File: config.mk
export PLATFORM = sky130hd
export DESIGN_NAME = rsm_mul
export DESIGN_NICKNAME = d
export VERILOG_FILES = /design/src/sv/assert_macros.svh /design/src/sv/rsm_mul.sv
export SDC_FILE = /design/constraint.sdc
export NUM_CORES = 2
export LEC_CHECK = 0
export ABC_CLOCK_PERIOD_IN_PS = 15850
export BUFFER_PORTS_ARGS = -buffer_cell sky130_fd_sc_hd__buf_2
export CORE_UTILIZATION = 40
export CTS_BUF_LIST = sky130_fd_sc_hd__clkbuf_4
export CTS_CLUSTER_SIZE = 10
export DETAILED_ROUTE_END_ITERATION = 10
export PLACE_DENSITY = 0.65
export REMOVE_ABC_BUFFERS = 1
export SLEW_MARGIN = 20
export SYNTH_ARGS = -nofsm -noshare
export SYNTH_HDL_FRONTEND = slang
export SYNTH_SLANG_ARGS = --single-unit
File: constraint.sdc
create_clock -name clk_i -period 15.85 [get_ports clk_i]
set_input_delay 2.3775 -clock clk_i [delete_from_list [all_inputs] [get_ports clk_i]]
set_output_delay 2.3775 -clock clk_i [all_outputs]
set_load 0.05 [all_outputs]
File: src/sv/assert_macros.svh
// assertion macros shared by the row softmax rtl
// needs clk_i and rst_ni in the scope of each use
`ifndef ASSERT_MACROS_SVH
`define ASSERT_MACROS_SVH
`ifndef SYNTHESIS
`define RSM_ASSERT(lbl, expr) \
  lbl: assert property (@(posedge clk_i) disable iff (!rst_ni) (expr)) \
    else $error("row softmax check failed");
`define RSM_ASSERT_NEXT(lbl, ante, cons) \
  lbl: assert property (@(posedge clk_i) disable iff (!rst_ni) (ante) |=> (cons)) \
    else $error("row softmax sequence check failed");
`else
`define RSM_ASSERT(lbl, expr)
`define RSM_ASSERT_NEXT(lbl, ante, cons)
`endif
`endif

File: src/sv/rsm_mul.sv
// shared 32 by 32 unsigned multiplier with registered product
// uses nothing from rsm_pkg
`timescale 1ns / 1ps
module rsm_mul (
  input  logic        clk_i,
  input  logic [31:0] a_i,
  input  logic [31:0] b_i,
  output logic [63:0] p_o
);
  logic [63:0] p_d, p_q;

  assign p_d = {32'd0, a_i} * {32'd0, b_i};

  always_ff @(posedge clk_i) begin
    p_q <= p_d;
  end

  assign p_o = p_q;
endmodule

== Yosys cells after proc, flatten, opt, wreduce, memory -nomap -nowiden ==
Cells that the tools add are included.

* Output and inout port bits: 64
* Input bits: 65
* Word-level logic and storage cells: 2
* Register bits after elaboration: 64

* Multipliers: 1

{| class="wikitable"
|+ Operator list
! operator !! number
|-
| $mul A32 B32 Y64 || 1
|}

== Longest topological paths before layout ==
* Depth after elaboration: 1
* Depth in mapped cells: 29
* Mapped depth without buffers: 27

== Least setup slack after synthesis ==
OpenSTA, ideal clock, no wires.

* Kind: input -> register
* Start point: input a_i[25]
* End point: register p_q[62] (netlist: p_o[62])
* Stages: 25
* Library setup time: 72 ps
* Arrival time: 9054 ps
* Buffers on the path: 2
* Required time: 15778 ps
* Setup slack: 6725 ps
* Cell sequence: clkbuf_1 nand2_1 fa_1 inv_1 fa_1 inv_1 fa_1 inv_1 fa_1 fa_1 fa_1 fa_1 inv_1 fa_1 inv_1 ha_1 buf_2 nand4_1 or4_1 or3_1 a31oi_1 a31o_2 a211oi_1 o21ai_1 xor2_1

* Cells in the longest elaborated chain, start to end: 1

{| class="wikitable"
|+ Ends and longest elaborated chain
! element !! RTL line !! text
|-
| start: declaration || rsm_mul.sv:6 || <nowiki>input logic [31:0] a_i,</nowiki>
|-
| $mul A32 B32 Y64 || rsm_mul.sv:12 || <nowiki>assign p_d = {32'd0, a_i} * {32'd0, b_i};</nowiki>
|-
| net p_d[62] || rsm_mul.sv:10 || <nowiki>logic [63:0] p_d, p_q;</nowiki>
|-
| end signal: assignment || rsm_mul.sv:15 || <nowiki>p_q <= p_d;</nowiki>
|-
| end: declaration || rsm_mul.sv:10 ||
|}

The timed path passes the listed nets, and every way through them passes these cells.

== Worst setup path after layout ==
* Start point: input b_i[9]
* End point: register p_q[62] (netlist: p_o[62])

* Cells in the longest elaborated chain, start to end: 1

{| class="wikitable"
|+ Ends and longest elaborated chain
! element !! RTL line !! text
|-
| start: declaration || rsm_mul.sv:7 || <nowiki>input logic [31:0] b_i,</nowiki>
|-
| $mul A32 B32 Y64 || rsm_mul.sv:12 ||
|-
| net p_d[62] || rsm_mul.sv:10 ||
|}

The timed path passes the listed nets, and every way through them passes these cells.

==> results.yml <==
run_status:
  outcome: "complete, no violations"
synth:
  netlist_instances: 3758
  yosysTopAreaCell: "fa_1"
  ys_ff_latch: 64
  synth_top_area_frac: 0.5180
  yosys_warnings: 0
  synth_mux_area_frac: 0.0002890
  synth_top_family_by_area: "adder cells"
  synth_compound_area_frac: 0.03917
  synth.top_cells.by_count: "fa_1 (896), inv_1 (863), and2_1 (603)"
  yosys.area_share.simple: 0.1771
  async_flop_share: 0
  synth_edf_count: 0
  yosysMostFrequentCell: "fa_1"
  yosys-top-cells-area: "fa_1 (52%), and2_1 (11%), ha_1 (9.5%)"
  ys_seq_area_frac: 0.03700
  synth_flop_cell: "dfxtp_1"
  synthDistinctLibCells: 56
  synth-xor-area-share: 0.01492
  syn_area_sq_mm: 0.03463
  synthAdderAreaFrac: 0.6130
  synth.avg_cell_area_sq_um: 9.215
route:
  via_per_inst: 5.110
  drt-initial-drc-count: 1566
  detail_route.wl_per_cell_um: 19.07
  wirelength_um: 92180
  vias: 24700
  drt-pass1-iter-count: 8
  antenna_left: 0
  drc: 0
finish:
  nets: 4906
  largest_reg_flops: 64
  drive_above_1_share: 0.04475
  syn2layout_area_growth_pct: 4.235
  stdcell_count: 4834
  nFillCells: 8480
die:
  rows: 107
  ios: 129
  die_x_um: 296.2
  fp.dieArea_sq_mm: 0.08776
  die_y_um: 296.2
  start_util: 0.4054
  fp.coreArea_sq_mm: 0.08541
job:
  maxCapViolations: 0
sta:
  final_period_minus_worst_setup_slack_ns: 9.807
  fin_ws_ns: 6.043
  setup_viol: 0
  min_period_over_period: 0.6187
  hold_viol: 0
  fmax_ghz: 0.1020
  rsz0062_at_grt: "false"
  relSlewSlack: 0.3998
  timing.final.max_slew_violations: 0
  tns_ns: 0
  worst-slew-pin-transition_ns: 0.9003
global_route:
  grt_pass1_wl_um: 149700
  grt-ovfl-total: 0
  grt_max_degree: 33
  grt_pass1_vias: 27220
  grtUsageTotal: 0.2218
  antenna_found_initial: 6
clock_tree:
  clkSlewWorstSetupHoldPaths_ns: 0.13
  clk_path_buf_depth: 2
  tritoncts: "built"
  clk_root_buffer_cell: "clkbuf_4"
  ctsHoldBuffers: 0
  clock-sinks: 64
  ctsResizeCount: 0
  numCtsBuffers: 9
  htreeDepth: 3
  post-cts-setup-buffers: 0
setup_path:
  path_common_cell: "fa_1"
  end_kind: "flop"
  crit_path_cell_trace: "buf_2 > and2_1 > fa_1 > fa_1 > inv_1 > fa_1 > fa_1 > inv_1 > fa_1 > fa_1 > fa_1 > fa_1 > ha_1 > nand4_1 > or4_1 > or3_1 > a31oi_1 > a31o_2 > a211oi_1 > o21ai_1 > xor2_1"
  start_kind: "input port"
  cpPeakStageDelay_ns: 0.61
  critical_path.slowest_cell: "buf_2"
  required_ns: 16.30
  crit_arrival_ns: 10.26
  crit_fanout: 32
  critPathKind: "in -> reg"
placement:
  dpl.hpwl_um: 73240
  place_congestion: 0.9204
  place_ws_ns: 5.611
  io_buffer_count: 128
  dp_cells: 4815
min_path:
  hold_path.class: "in -> reg"
  whs_path_depth: 3
==> metrics by stage <==
stage	cell area (sq um)	util	hold WS, ns
floorplan	33760	-	2.499
global placement	35930	0.4206	2.846
detailed placement	35930	0.4206	2.845
CTS	36090	0.4225	2.425
global route	36090	0.4226	2.453
finish	36100	0.4226	2.475
==> layout make-up <==
cell class | count | area (sq um) | share of cell area
Antenna cell | 3 | 7.507 | 0.0002080
Sequential cell | 64 | 1281 | 0.03550
Tap cell | 1144 | 1431 | 0.03965
Inverter | 863 | 3239 | 0.08974
Clock inverter | 7 | 93.84 | 0.002600
Timing Repair Buffer | 140 | 730.7 | 0.02024
Clock buffer | 9 | 67.56 | 0.001872
Multi-Input combinational cell | 2604 | 29240 | 0.8102
==> worst max-delay path, delay by kind of cell <==
kind,cells,cell delay [ns]
AO/OA/AOI/OAI,4,1.12
adder cells (fa/ha/maj),9,4.45
AND/OR/NAND/NOR,4,1.35
XOR/XNOR,1,0.16
buffers and inverters,3,0.73
==> final timing paths <==
kind | startpoint | to | slack, ns
setup / recovery | b_i[9] | p_o[62] | 6.04
hold / removal | a_i[0] | p_o[0] | 2.47
==> cells in the final DEF, fill, tap and decap left out, types with 9 or more instances in the layout <==
cell type | synthesis | routed
a21o_1 | 37 | 37
buf_2 | 9 | 128
o21ai_0 | 28 | 28
dfxtp_1 | 64 | 64
fa_1 | 896 | 896
xnor2_1 | 33 | 33
xor2_1 | 26 | 26
nor2_1 | 21 | 21
and3_1 | 14 | 14
clkbuf_4 | 0 | 9
inv_1 | 863 | 863
nand4_1 | 24 | 24
o21bai_1 | 10 | 10
and2_1 | 603 | 603
a31oi_1 | 11 | 11
ha_1 | 263 | 263
buf_4 | 0 | 12
nand3_1 | 12 | 12
a21oi_1 | 68 | 68
nand2_1 | 478 | 478
==> routing by layer <==
metal | vias up | wire length (um) | track usage
met4 | 2 | 3180 | 0.07254
li1 | 10720 | - | -
met5 | - | 10 | 0
met2 | 797 | 45340 | 0.3808
met3 | 155 | 5211 | 0.02526
met1 | 13030 | 38440 | 0.2911
==> logic make-up (layout without fill, tap and decap cells) <==
| family | after synthesis | in the layout |
|---|---|---|
| AND/OR/NAND/NOR | 1180 | 1180 |
| other | 0 | 3 |
| AO/OA/AOI/OAI | 205 | 205 |
| adder cells (fa/ha/maj) | 1159 | 1159 |
| XOR/XNOR | 59 | 59 |
| flip-flops | 64 | 64 |
| buffers and inverters | 1090 | 1019 |
| multiplexers | 1 | 1 |
Power is not shown: default switching activity piles up to over one toggle a cycle in this logic, so the estimate is an artifact.
