===== src/sv/assert_macros.svh =====
// assertion macros shared by the row softmax rtl
// needs clk_i and rst_ni in the scope of each use
`ifndef ASSERT_MACROS_SVH
`define ASSERT_MACROS_SVH
`ifndef SYNTHESIS
`define RSM_ASSERT(lbl, expr) \
  lbl: assert property (@(posedge clk_i) disable iff (!rst_ni) (expr)) \
    else $error("row softmax check failed");
`define RSM_ASSERT_NEXT(lbl, ante, cons) \
  lbl: assert property (@(posedge clk_i) disable iff (!rst_ni) (ante) |=> (cons)) \
    else $error("row softmax sequence check failed");
`else
`define RSM_ASSERT(lbl, expr)
`define RSM_ASSERT_NEXT(lbl, ante, cons)
`endif
`endif


===== src/sv/rsm_pkg.sv =====
// types, constants and tables for the row softmax block
// no dependencies
`timescale 1ns / 1ps
package rsm_pkg;

  localparam int unsigned RowMaxDef   = 64;
  localparam int unsigned InFracDef   = 12;

  localparam logic [31:0] Log2eQ30   = 32'd1549082005;
  localparam logic [31:0] Ln2Q30     = 32'd744261118;
  localparam logic [30:0] Q30One     = 31'h4000_0000;
  localparam logic [23:0] ExpMax     = 24'hFF_FFFF;
  localparam logic [29:0] SumMax     = 30'h3FFF_FFFF;
  localparam logic [3:0]  TermCount  = 4'd12;
  localparam logic [17:0] ShiftBias  = 18'd18;

  typedef struct packed {
    logic signed [15:0] x_value;
    logic               last_in_row;
  } in_item_t;

  typedef struct packed {
    logic [15:0] probability;
    logic [5:0]  element_index;
    logic        last_of_row;
  } out_item_t;

  typedef struct packed {
    logic busy;
    logic done;
  } div_stat_t;

  // floor(2^32 / n) for the taylor term divide, n from 2 to 12
  function automatic logic [31:0] recip_mul(input logic [3:0] n);
    logic [31:0] m;
    case (n)
      4'd2:    m = 32'd2147483648;
      4'd3:    m = 32'd1431655765;
      4'd4:    m = 32'd1073741824;
      4'd5:    m = 32'd858993459;
      4'd6:    m = 32'd715827882;
      4'd7:    m = 32'd613566756;
      4'd8:    m = 32'd536870912;
      4'd9:    m = 32'd477218588;
      4'd10:   m = 32'd429496729;
      4'd11:   m = 32'd390451572;
      4'd12:   m = 32'd357913941;
      default: m = 32'd0;
    endcase
    return m;
  endfunction

endpackage


===== src/sv/rsm_div.sv =====
// restoring divider forming floor(2^52 / divisor), one quotient bit a cycle
// depends on rsm_pkg for the status struct
`timescale 1ns / 1ps
module rsm_div (
  input  logic              clk_i,
  input  logic              rst_ni,
  input  logic              start_i,
  input  logic [29:0]       divisor_i,
  output rsm_pkg::div_stat_t stat_o,
  output logic [52:0]       quot_o
);
  import rsm_pkg::*;

  logic [29:0] dvs_q, dvs_d;
  logic [30:0] rem_q, rem_d;
  logic [52:0] quot_q, quot_d;
  logic [5:0]  cnt_q, cnt_d;
  logic        busy_q, busy_d, done_q, done_d;
  logic [30:0] rem_sh;
  logic        qbit;

  always_comb begin
    rem_sh = {rem_q[29:0], (cnt_q == 6'd52)};
    qbit   = (rem_sh >= {1'b0, dvs_q});
    dvs_d  = dvs_q;
    rem_d  = rem_q;
    quot_d = quot_q;
    cnt_d  = cnt_q;
    busy_d = busy_q;
    done_d = 1'b0;
    if (start_i) begin
      dvs_d  = divisor_i;
      rem_d  = '0;
      quot_d = '0;
      cnt_d  = 6'd52;
      // zero sum gives a zero reciprocal
      busy_d = (divisor_i != '0);
      done_d = (divisor_i == '0);
    end else if (busy_q) begin
      rem_d  = qbit ? (rem_sh - {1'b0, dvs_q}) : rem_sh;
      quot_d = {quot_q[51:0], qbit};
      cnt_d  = cnt_q - 6'd1;
      if (cnt_q == '0) begin
        busy_d = 1'b0;
        done_d = 1'b1;
      end
    end
  end

  always_ff @(posedge clk_i or negedge rst_ni) begin
    if (!rst_ni) begin
      busy_q <= 1'b0;
      done_q <= 1'b0;
      cnt_q  <= '0;
    end else begin
      busy_q <= busy_d;
      done_q <= done_d;
      cnt_q  <= cnt_d;
    end
  end

  always_ff @(posedge clk_i) begin
    dvs_q  <= dvs_d;
    rem_q  <= rem_d;
    quot_q <= quot_d;
  end

  assign stat_o.busy = busy_q;
  assign stat_o.done = done_q;
  assign quot_o      = quot_q;
endmodule


===== config.mk =====
export PLATFORM = sky130hd
export DESIGN_NAME = rsm_div
export DESIGN_NICKNAME = d
export VERILOG_FILES = /design/src/sv/assert_macros.svh /design/src/sv/rsm_pkg.sv /design/src/sv/rsm_div.sv
export SDC_FILE = /design/constraint.sdc
export NUM_CORES = 1
export LEC_CHECK = 0
export BUFFER_PORTS_ARGS = -buffer_cell sky130_fd_sc_hd__buf_2
export CAP_MARGIN = 20
export CORE_MARGIN = 2
export CORE_UTILIZATION = 60
export CTS_BUF_LIST = sky130_fd_sc_hd__clkbuf_4 sky130_fd_sc_hd__clkbuf_8
export DETAILED_ROUTE_END_ITERATION = 12
export PLACE_DENSITY_LB_ADDON = 0.25
export SETUP_SLACK_MARGIN = 0.4
export SLEW_MARGIN = 20
export SYNTH_ARGS = -nofsm -noshare
export SYNTH_HDL_FRONTEND = slang
export SYNTH_SLANG_ARGS = --single-unit

===== constraint.sdc =====
create_clock -name clk_i -period 4.3 [get_ports clk_i]
set_input_delay 0.86 -clock clk_i [delete_from_list [all_inputs] [get_ports clk_i]]
set_output_delay 0.86 -clock clk_i [all_outputs]
set_load 0.03 [all_outputs]

**Yosys cells after proc, flatten, opt, wreduce, memory -nomap -nowiden**

Index checks and enable logic that the tools add are counted.
W data, S select, Z words.

- Bits in registers: 121
- Input port bits: 33
- Output and inout bits: 55
- Word-level logic and storage cells: 23

- Add/subtract/negate cells: 2
- Magnitude comparators: 1
- Equality and inequality tests: 1
- Mux-type cells: 9
- Reduce and logical (&&, ||, !) cells: 4

Operator list:

| operator | number |
|---|---|
| $ge A31 B30 Y1 | 1 |
| $logic_not A30 Y1 | 1 |
| $mux W30 | 1 |
| $reduce_bool A30 Y1 | 1 |
| $sub A30 B30 Y30 | 1 |
| $mux W6 | 2 |
| $eq A6 B6 Y1 const B | 1 |
| $logic_not A6 Y1 | 1 |
| $mux W1 | 6 |
| $sub A6 B1 Y6 const B | 1 |
| $reduce_bool A2 Y1 | 1 |

**Logic depth before layout (Yosys ltp)**

Gate-level depths: netlist of run 1.

- Depth in word-level cells: 4
- Mapped depth: 15
- Depth with buffers taken out: 15

**Worst setup path before layout of run 1**

Ideal clock, no wire load.

- Kind: register to register
- Start: reg cnt_q[0]
- End: reg rem_q[28]
- Setup time: 0.084 ns
- Arrival time: 3.175 ns
- Data required time: 4.216 ns
- Setup slack: 1.041 ns
- Cell stages (with the launch flop): 16
- Path buffers: 0
- Period minus slack after synthesis: 3.259 ns
- Path through: dfrtp_1 -> inv_1 -> ha_1 -> nor2b_1 -> nand4_1 -> ha_1 -> inv_1 -> fa_1 -> a21oi_1 -> nor2_1 -> o31ai_1 -> a21oi_1 -> o41ai_1 -> o21ai_1 -> mux2_2 -> o31ai_2

- Word-level cells in the longest chain between the ends: 3
- Elaborated cells on any way between the ends: 4
- Those cells by class: 1 x add/sub; 1 x order compare; 1 x eq/ne; 1 x mux

Ends and longest elaborated chain:

| what | line | source |
|---|---|---|
| start: declaration | rsm_div.sv:17 | `logic [5:0] cnt_q, cnt_d;` |
| start signal: assignment | rsm_div.sv:58 | `cnt_q <= cnt_d;` |
| $eq A6 B6 Y1 (*) | rsm_div.sv:23 | `rem_sh = {rem_q[29:0], (cnt_q == 6'd52)};` |
| $sub A30 B30 Y30 or $ge A31 B30 Y1 (tied branches) | rsm_div.sv:40, rsm_div.sv:24 |  |
| $mux W30 (*) | rsm_div.sv:40 | `rem_d = qbit ? (rem_sh - {1'b0, dvs_q}) : rem_sh;` |
| end signal: assignment | rsm_div.sv:64 | `rem_q <= rem_d;` |
| end: declaration | rsm_div.sv:15 | `logic [30:0] rem_q, rem_d;` |

Mark *: on every way between the ends. The rest lies on a longest branch, timed or not.
A chain may end at the register's enable or synchronous reset.

**Worst setup path after layout of run 1**

- Start: reg cnt_q[0]
- End: reg rem_q[18]

The elaborated chain is that of the path after synthesis.

==> impl_metrics.toml, run 1 <==
[status]
status = "finished, final reports clean"

[grt]
gr-usage-met1_pct = 31.09
grt_antenna_before_repair = 0
grt_pass1_vias = 5130
grt_first_pass_wirelength_um = 23450
grt_overflow = 0
grt.busiest_layer = "met2"
met2_usage_pct = 41.91
use_met3_pct = 7.022
track_usage_pct = 25.40
grt_max_degree = 78

[clock_network]
cts_htree_levels = 4
clk_pin_slew_ps = 80
clock-root-buffer = "clkbuf_8"
clk_latency_ps = 430
cts_tree = "yes"
cts_sinks = 121
clk_path_buf_depth = 2
cts_buffers = 17

[sta]
slew_headroom_pct = 44.12
fmax_ghz = 0.2695
tns_ps = 0
slew_violations = 0
grt_setup_unrepaired = "no"
final.period_utilization_pct = 86.30
setup_viol = 0
tightest_slew_ps = 838.3
finalHoldViolCount = 0
skew_ps = 9.370
min_period_ps = 3711

[yosys]
synth-edff-count = 30
ys_seq_area_share_pct = 43.15
yosysWarnings = 0
ys_ff_latch = 121
syn_inst = 683
synth.distinct_cells = 62
netlist_area_um2 = 6402
synth_nets = 750
syn_avg_cell_area_um2 = 9.374
async_flop_share_pct = 6.612
synth-main-ff-cell = "dfxtp_1"

[critical_path]
worstPathRequired_ps = 4650
cp.arrival_ps = 4060
crit_slowest_cell = "o31ai_2"
cp_top_family = "compound AO/OA/AOI/OAI gates"
r2r_start = "cnt_q[0]$_DFFE_PN0P_"
end_kind = "register"
regToRegSetupSlack_ps = 590
critPathMaxStageDelay_ps = 410
path_cells = "inv_1, ha_1, nor2b_1, nand4_1, ha_1, inv_1, fa_1, a21oi_1, nor2_1, o31ai_2, a21boi_0, o31ai_2, a2111oi_0, a221o_1, a211oi_2"
cp-start-kind = "register"
critical_path_buf_inv_count = 2
rr_worst_depth = 15
rr_endpoint = "rem_q[18]$_SDFFE_PP0P_"
path_max_fanout = 4
crit_type = "reg -> reg"

[layout]
fin_cells = 903
synthToLayoutAreaGrowth_pct = 13.62
fillCellCount = 816
antenna_cells = 0
finalNetCount = 821
layout-drive-gt1-share_pct = 18.25

[placement]
post-place-cells = 870
place_hpwl_um = 9815
gp_congestion = 0.8698
io_buffers = 87

[power_and_ir_drop]
switching_power_w = 0.0009958
power_frac_comb_pct = 25.2
p_sw_share_pct = 32.07
power.total_w = 0.003105
ir_drop_mv = 0.2748
seqPwrFrac_pct = 42.2
power.internal_w = 0.002110
leakagePower_nw = 3.442
p_per_area_nw_per_um2 = 426.9
p_clk_share_pct = 32.7

[floorplan]
die_area_um2 = 11510
fp.coreArea_um2 = 10320
dieWidth_um = 107.3
fp-row-count = 37
fp.dieH_um = 107.3
initial_utilization_pct = 62.02
top_level_ports = 88

[routing]
vias = 5276
drt-initial-drc-count = 241
drc_errors = 0
drtPass1Iterations = 5
final_antenna_net_count = 0
drt-vias-per-instance = 5.843
routedWlPerCell_um = 15.36
wirelength_um = 13870

[worst_hold_path]
hold_class = "in -> async"

[job]
cap_violations = 0
==> power by group through the flow <==
stage / combinational, W / clock, W / sequential, W
6_report: 0.000781 / 0.00101 / 0.00131
5_1_grt: 0.000870 / 0.00108 / 0.00132
2_1_floorplan: 0.000635 / 0 / 0.00131
3_3_place_gp: 0.000740 / 0 / 0.00133
4_1_cts: 0.000774 / 0.00103 / 0.00131
3_5_place_dp: 0.000766 / 0 / 0.00133
==> registers in the layout, summed over array words and instances, names as in the netlist <==
signal,flops
cnt_q,6
busy_q,1
rem_q,30
dvs_q,30
quot_o,53
done_q,1
==> worst max path at each step <==
| stage | from | endpoint | slack (ps) | cells after the start |
|---|---|---|---|---|
| final | cnt_q[0]$_DFFE_PN0P_ | rem_q[18]$_SDFFE_PP0P_ | 590 | 15 |
| after global routing | cnt_q[0]$_DFFE_PN0P_ | rem_q[22]$_SDFFE_PP0P_ | 400 | 15 |
| after CTS | cnt_q[0]$_DFFE_PN0P_ | rem_q[18]$_SDFFE_PP0P_ | 410 | 15 |
| after detailed placement | cnt_q[0]$_DFFE_PN0P_ | rem_q[28]$_SDFFE_PP0P_ | 440 | 15 |
| after global placement | cnt_q[0]$_DFFE_PN0P_ | rem_q[28]$_SDFFE_PP0P_ | 620 | 15 |
| after floorplan | cnt_q[0]$_DFFE_PN0P_ | rem_q[28]$_SDFFE_PP0P_ | 1040 | 15 |
==> stage by stage <==
step	util [%]	cell area, µm²	setup WS (ps)	hold slack [ps]
after floorplan	-	6402	1041	471.3
after global placement	66.38	6853	621.7	471.4
after detailed placement	66.38	6853	438.1	485.9
after CTS	70.29	7257	414.5	241.6
after global routing	70.46	7274	399.1	244.0
final	70.46	7274	588.9	259.7
==> worst reg2reg max path, cell delays in order, from the launching register on <==
cell	delay (ps)
dfrtp_1	390
inv_1	80
ha_1	210
nor2b_1	140
nand4_1	140
ha_1	180
inv_1	60
fa_1	400
a21oi_1	260
nor2_1	80
o31ai_2	320
a21boi_0	270
o31ai_2	410
a2111oi_0	190
a221o_1	300
a211oi_2	200
==> Yosys cell counts (3+ instances only) <==
cell	n	area, µm²
a211oi_2	4	50.05
a21oi_1	35	175.2
nor3_1	10	50.05
buf_6	3	33.78
nand3_1	8	40.04
ha_1	33	412.9
xnor2_1	11	96.34
o21bai_1	9	67.56
o21ai_1	5	25.02
nand4_1	11	68.82
edfxtp_1	30	900.9
and3_1	7	43.79
mux2i_1	56	560.5
a31oi_1	6	37.54
nand2_1	37	138.9
a2111oi_0	3	26.28
o21ai_0	10	50.05
dfxtp_1	83	1662
dfrtp_1	8	200.2
a21o_1	9	67.56
o211a_1	7	70.07
xor2_1	10	87.58
o211ai_1	11	82.58
buf_2	9	45.04
clkbuf_1	25	93.84
inv_1	45	168.9
a211oi_1	17	127.6
nor4_1	11	68.82
mux2_2	3	33.78
o31a_1	4	35.03
and2_1	3	18.77
o31ai_1	3	22.52
nand2b_1	6	37.54
nor2_1	103	386.6
o21a_1	4	30.03
a311oi_1	5	43.79
nor2b_1	5	31.28
==> per-layer routing <==
| layer | wire [µm] | vias up |
|---|---|---|
| met1 | 5933 | 2493 |
| met2 | 6688 | 148 |
| li1 | - | 2607 |
| met4 | 330 | 0 |
| met3 | 917 | 28 |
| met5 | 0 | - |
==> cells in the final DEF, fill, tap and decap left out, types with 11 or more instances in the layout <==
cell,netlist,final
a211oi_1,17,17
a21oi_1,35,35
buf_2,9,86
clkbuf_8,0,18
dfxtp_1,83,83
edfxtp_1,30,30
ha_1,33,33
inv_1,45,45
mux2i_1,56,56
nand2_1,37,37
nand4_1,11,11
nor2_1,103,103
nor4_1,11,11
o211ai_1,11,11
xnor2_1,11,11
==> final cells by class <==
cell class / count / area, µm² / share of cell area [%]
timing repair buffer: 92 / 475.5 / 6.536
tap: 136 / 170.2 / 2.339
sequential: 121 / 2766 / 38.03
inverter: 45 / 168.9 / 2.322
clock inverter: 13 / 141.4 / 1.944
multi-input combinational: 477 / 3297 / 45.32
clock buffer: 19 / 255.2 / 3.509
==> repair_timing <==
item	CTS	global route
setup buffers	0	1
resized for setup	1	2
hold buffers	0	0
pin swaps	0	1
endpoints found under the setup margin	1	2
==> cells by family after synthesis <==
kind of cell	synth area share, %
and+or+nand+nor	15.03
buffers and inverters	5.628
adders and majority gates	6.762
muxes	9.283
DFF	43.15
AOI/OAI and AO/OA	17.28
xor gates and xnor gates	2.873
Note: power is estimated with default switching activity, not from simulation.
==> inputs of run 2 (changes only) <==
- CTS_BUF_LIST: sky130_fd_sc_hd__clkbuf_4 sky130_fd_sc_hd__clkbuf_8 -> sky130_fd_sc_hd__clkbuf_2
==> run 2 against run 1 <==
Net effect: routed wire length down 1.3%; worst hold slack better by 120 ps; via count down 0.61%; register-to-register slack better by 50 ps; clock skew up 12 ps; count of clock-buffer cells in the layout down 1; global-route usage unchanged; critical path depth unchanged; setup slack better by 52 ps; cell count up 0.22%; total power down 9.6%; maximum frequency up 1.4%.
==> impl_metrics.toml, run 2 (synthesis gave the netlist of run 1 again) <==
[placement]
io_buffers = 87
place_hpwl_um = 9815
gp_congestion = 0.8698
pre_cts_slack_ps = 438.1

[grt]
grt_max_degree = 78
grt_first_pass_wirelength_um = 23340
track_usage_pct = 25.40
grt_pass1_vias = 5116
grt_antenna_before_repair = 1
grt_overflow = 0

[clock_network]
cts_sinks = 121
clk_path_buf_depth = 2
cts_buffers = 17
clk_latency_ps = 660
clock-root-buffer = "clkbuf_2"
cts_tree = "yes"
clk_pin_slew_ps = 190
cts_htree_levels = 4

[layout]
largest_reg_flops = 53
final_common_cell = "nor2_1"
synthToLayoutAreaGrowth_pct = 11.30
final_cell_mix = "nor2_1, buf_2, dfxtp_1"
layout-drive-gt1-share_pct = 18.10
finalNetCount = 822

[worst_hold_path]
holdPathStages = 1
hold_end = "dvs_q[20]$_DFFE_PP_"
hold_class = "in -> reg"
min_from = "divisor_i[20]"

[sta]
final.period_utilization_pct = 85.09
slew_headroom_pct = 44.43
finalHoldViolCount = 0
slew_violations = 0
setup_ws_ps = 641.1
min_period_ps = 3659
skew_ps = 20.92
tns_ps = 0
setup_viol = 0
fmax_ghz = 0.2733
grt_setup_unrepaired = "no"
tightest_slew_ps = 833.6

[critical_path]
worstPathRequired_ps = 4870
end_kind = "register"
path_cells = "inv_1, ha_1, nor2b_1, nand4_1, ha_1, inv_1, fa_1, a21oi_1, nor2_1, o31ai_2, a21oi_1, o41ai_2, o21ai_1, mux2_2, o31ai_2"
regToRegSetupSlack_ps = 640
crit_type = "reg -> reg"
critPathMaxStageDelay_ps = 490
rr_worst_depth = 15
r2r_start = "cnt_q[0]$_DFFE_PN0P_"
cp-start-kind = "register"
crit_slowest_cell = "o41ai_2"
cp.arrival_ps = 4230
path_max_fanout = 3
rr_endpoint = "rem_q[28]$_SDFFE_PP0P_"

[routing]
drtPass1Iterations = 5
routedWlPerCell_um = 15.12
drt-vias-per-instance = 5.794
final_antenna_net_count = 0
drt-initial-drc-count = 268
wirelength_um = 13690
vias = 5244
drc_errors = 0

[floorplan]
dieWidth_um = 107.3
fp-row-count = 37
top_level_ports = 88
die_area_um2 = 11510
fp.coreArea_um2 = 10320
fp.dieH_um = 107.3
initial_utilization_pct = 62.02

[power_and_ir_drop]
power.total_w = 0.002808
p_per_area_nw_per_um2 = 394.1
ir_drop_mv = 0.2277
leakagePower_nw = 3.389

[job]
cap_violations = 0

[status]
status = "finished, final reports clean"
## run 2: metal layers
metal / up-vias / global-route usage (%) / wire length, µm / part of all wire [%]
li1: 2610 / - / - / -
met1: 2477 / 31.17 / 5824 / 43
met2: 135 / 41.32 / 6713 / 49
met3: 22 / 7.869 / 835 / 6.1
met4: 0 / 10.76 / 312 / 2.3
met5: - / 0 / 0 / 0
## run 2: repair_timing
item,CTS,global route
endpoints found under the setup margin,2,3
resized for setup,2,2
setup buffers,0,1
hold buffers,1,0
hold endpoints to repair,8,0
gates cloned,0,0
pin swaps,0,1
## run 2: critical path, delay by kind of cell, from the launching register on
kind | cells | cell delay (ps)
compound gates | 6 | 1580
fa+ha+maj | 3 | 780
buf+inv | 2 | 140
flops | 1 | 430
mux | 1 | 310
simple gates | 3 | 350
## run 2: worst max-delay path by stage
stage	end	slack, ps	cells past startpoint	start
3_3_place_gp	rem_q[28]$_SDFFE_PP0P_	620	15	cnt_q[0]$_DFFE_PN0P_
2_1_floorplan	rem_q[28]$_SDFFE_PP0P_	1040	15	cnt_q[0]$_DFFE_PN0P_
5_1_grt	rem_q[22]$_SDFFE_PP0P_	440	15	cnt_q[0]$_DFFE_PN0P_
3_5_place_dp	rem_q[28]$_SDFFE_PP0P_	440	15	cnt_q[0]$_DFFE_PN0P_
4_1_cts	rem_q[18]$_SDFFE_PP0P_	540	15	cnt_q[0]$_DFFE_PN0P_
6_report	rem_q[28]$_SDFFE_PP0P_	640	15	cnt_q[0]$_DFFE_PN0P_
## run 2: where the power goes
group	internal [W]	switching, W	total [W]	leakage [nW]
registers	0.00124	0.0000670	0.00131	1.06
clock network	0.000273	0.000443	0.000717	0.148
logic	0.000326	0.000456	0.000781	2.18
## run 2: layout make-up
| type | instances | area [µm²] |
|---|---|---|
| multi-input cells | 477 | 3297 |
| fillers | 849 | 3198 |
| flip-flops and latches | 121 | 2766 |
| repair buffers | 93 | 485.5 |
| well taps | 136 | 170.2 |
| inverters | 45 | 168.9 |
| clock inverters | 14 | 145.1 |
| clock buffers | 18 | 90.09 |
| diodes | 1 | 2.502 |
## run 2: metrics by stage
step	area (µm²)	utilization (%)	hold WS (ps)	instances
CTS	7111	68.88	312.8	903
detailed placement	6853	66.38	485.9	870
finish	7126	69.02	380.7	905
global route	7126	69.02	272.5	905
floorplan	6402	-	471.3	683
global placement	6853	66.38	471.4	870
==> inputs of run 3 (changes only) <==
- CORE_UTILIZATION: 60 -> 50
==> run 3 against run 2 <==
Net effect: combinational power fell by 0.8%; first-iteration DRC count grew 16%; core utilization shrank 12 points; clock skew is 6.8 ps higher.
==> impl_metrics.toml, run 3 (synthesis gave the netlist of run 1 again) <==
[critical_path]
critical_path_buf_inv_count = 2
cp.arrival_ps = 4180
path_max_fanout = 4
path_cells = "inv_1, ha_1, nor2b_1, nand4_1, ha_1, inv_1, fa_1, a21oi_1, nor2_1, o31ai_2, a21boi_0, o31ai_2, a2111oi_0, a221o_1, a211oi_2"
r2r_start = "cnt_q[0]$_DFFE_PN0P_"
worstPathRequired_ps = 4930
crit_type = "reg -> reg"
crit_slowest_cell = "dfrtp_1"
cp-start-kind = "register"
end_kind = "register"
cp_top_family = "compound AO/OA/AOI/OAI gates"
crit_start = "cnt_q[0]$_DFFE_PN0P_"
critPathMaxStageDelay_ps = 440

[grt]
grt_antenna_before_repair = 0
grt_first_pass_wirelength_um = 23670
grt_pass1_vias = 5139
grt_max_degree = 64
track_usage_pct = 21.56
grt_overflow = 0

[worst_hold_path]
min_from = "divisor_i[9]"
hold_class = "in -> reg"

[placement]
post-place-cells = 906
gp_congestion = 0.8667
io_buffers = 87
place_hpwl_um = 9904
pre_cts_slack_ps = 492.0

[clock_network]
cts_tree = "yes"
clk_path_buf_depth = 2
cts_setup_buffers = 0
clock-root-buffer = "clkbuf_2"
cts_sinks = 121
clk_pin_slew_ps = 200
clk_latency_ps = 710
cts_buffers = 17
cts_htree_levels = 4

[sta]
tns_ps = 0
skew_ps = 27.71
setup_ws_ps = 755.1
finalHoldViolCount = 0
final.period_utilization_pct = 82.44
fmax_ghz = 0.2821
slew_violations = 0
setup_viol = 0
tightest_slew_ps = 951.3
min_period_ps = 3545
grt_setup_unrepaired = "no"
slew_headroom_pct = 36.58

[routing]
wirelength_um = 13870
vias = 5226
drtPass1Iterations = 5
routedWlPerCell_um = 14.77
drt-vias-per-instance = 5.565
drc_errors = 0
final_antenna_net_count = 0
drt-initial-drc-count = 312

[power_and_ir_drop]
p_per_area_nw_per_um2 = 390.0
power.internal_w = 0.001791
leakagePower_nw = 3.380
ir_drop_mv = 0.2498
switching_power_w = 0.0009980
seqPwrFrac_pct = 47.0
p_sw_share_pct = 35.79
power_frac_comb_pct = 27.8
p_clk_share_pct = 25.1

[job]
cap_violations = 0

[status]
status = "finished, final reports clean"

[floorplan]
fp.coreArea_um2 = 12570
die_area_um2 = 13730
top_level_ports = 88
dieWidth_um = 117.2
fp.dieH_um = 117.2
initial_utilization_pct = 50.94
fp-row-count = 41

[layout]
largest_reg_flops = 53
final_common_cell = "nor2_1"
final_cell_mix = "nor2_1, buf_2, dfxtp_1"
fin_cells = 939
layout-drive-gt1-share_pct = 17.99
antenna_cells = 0
finalNetCount = 821
synthToLayoutAreaGrowth_pct = 11.69
==> run 3: cell count changes in the layout (fill, tap and decap cells not counted), sizes merged <==
cell,delta
buf,-1
bufinv,-1
clkbuf,-1
clkinv,+2
clkinvlp,-1
diode,-1
inv,+1
==> run 3: timing repair <==
action,4_1_cts,5_1_grt
setup endpoints to repair,0,5
resized for setup,0,3
hold buffers,1,0
hold endpoints to repair,8,0
==> run 3: area by class of cell <==
class / instances / area (µm²)
clock buffers: 17 / 85.08
clock inverters: 15 / 140.1
fillers: 1152 / 5418
inverters: 45 / 168.9
multi-input cells: 477 / 3297
flip-flops and latches: 121 / 2766
well taps: 172 / 215.2
repair buffers: 92 / 478.0
==> run 3: worst paths after layout <==
| check | endpoint | slack [ps] | depth (start not counted) |
|---|---|---|---|
| setup / recovery | rem_q[18]$_SDFFE_PP0P_ | 760 | 15 |
| hold / removal | dvs_q[9]$_DFFE_PP_ | 330 | 1 |
| setup reg to reg | rem_q[18]$_SDFFE_PP0P_ | 760 | 15 |
| hold reg to reg | rem_q[1]$_SDFFE_PP0P_ | 520 | 2 |
| max in group asynchronous | busy_q$_DFF_PN0_ | 3590 | 2 |
| min in group asynchronous | cnt_q[1]$_DFFE_PN0P_ | 490 | 2 |
==> run 3: power by group through the flow <==
| stage | logic [W] | clock network, W | registers (W) |
|---|---|---|---|
| CTS | 0.000767 | 0.000723 | 0.00131 |
| global route | 0.000871 | 0.000774 | 0.00132 |
| global placement | 0.000746 | 0 | 0.00133 |
| finish | 0.000775 | 0.000701 | 0.00131 |
| detailed placement | 0.000762 | 0 | 0.00134 |
| floorplan | 0.000635 | 0 | 0.00131 |
==> run 3: through the flow <==
stage | area (µm²) | hold slack [ps] | power, W | utilization, %
floorplan | 6402 | 471.3 | 0.001944 | -
global placement | 6898 | 472.2 | 0.002077 | 54.88
detailed placement | 6898 | 484.0 | 0.002098 | 54.88
CTS | 7133 | 265.7 | 0.002803 | 56.75
global route | 7151 | 253.4 | 0.002970 | 56.89
finish | 7151 | 325.1 | 0.002789 | 56.89
==> run 3: worst register-to-register path, stage by stage (launching register included) <==
cell	delay [ps]
dfrtp_1	440
inv_1	80
ha_1	190
nor2b_1	140
nand4_1	140
ha_1	160
inv_1	50
fa_1	400
a21oi_1	270
nor2_1	80
o31ai_2	270
a21boi_0	230
o31ai_2	370
a2111oi_0	170
a221o_1	290
a211oi_2	200
==> run 3: layer usage <==
| metal | track usage, % | routed length [µm] | vias up |
|---|---|---|---|
| li1 | - | - | 2596 |
| met2 | 36.25 | 6750 | 120 |
| met3 | 6.797 | 826 | 13 |
| met1 | 26.77 | 6166 | 2497 |
| met4 | 6.039 | 129 | 0 |
| met5 | 0 | 0 | - |
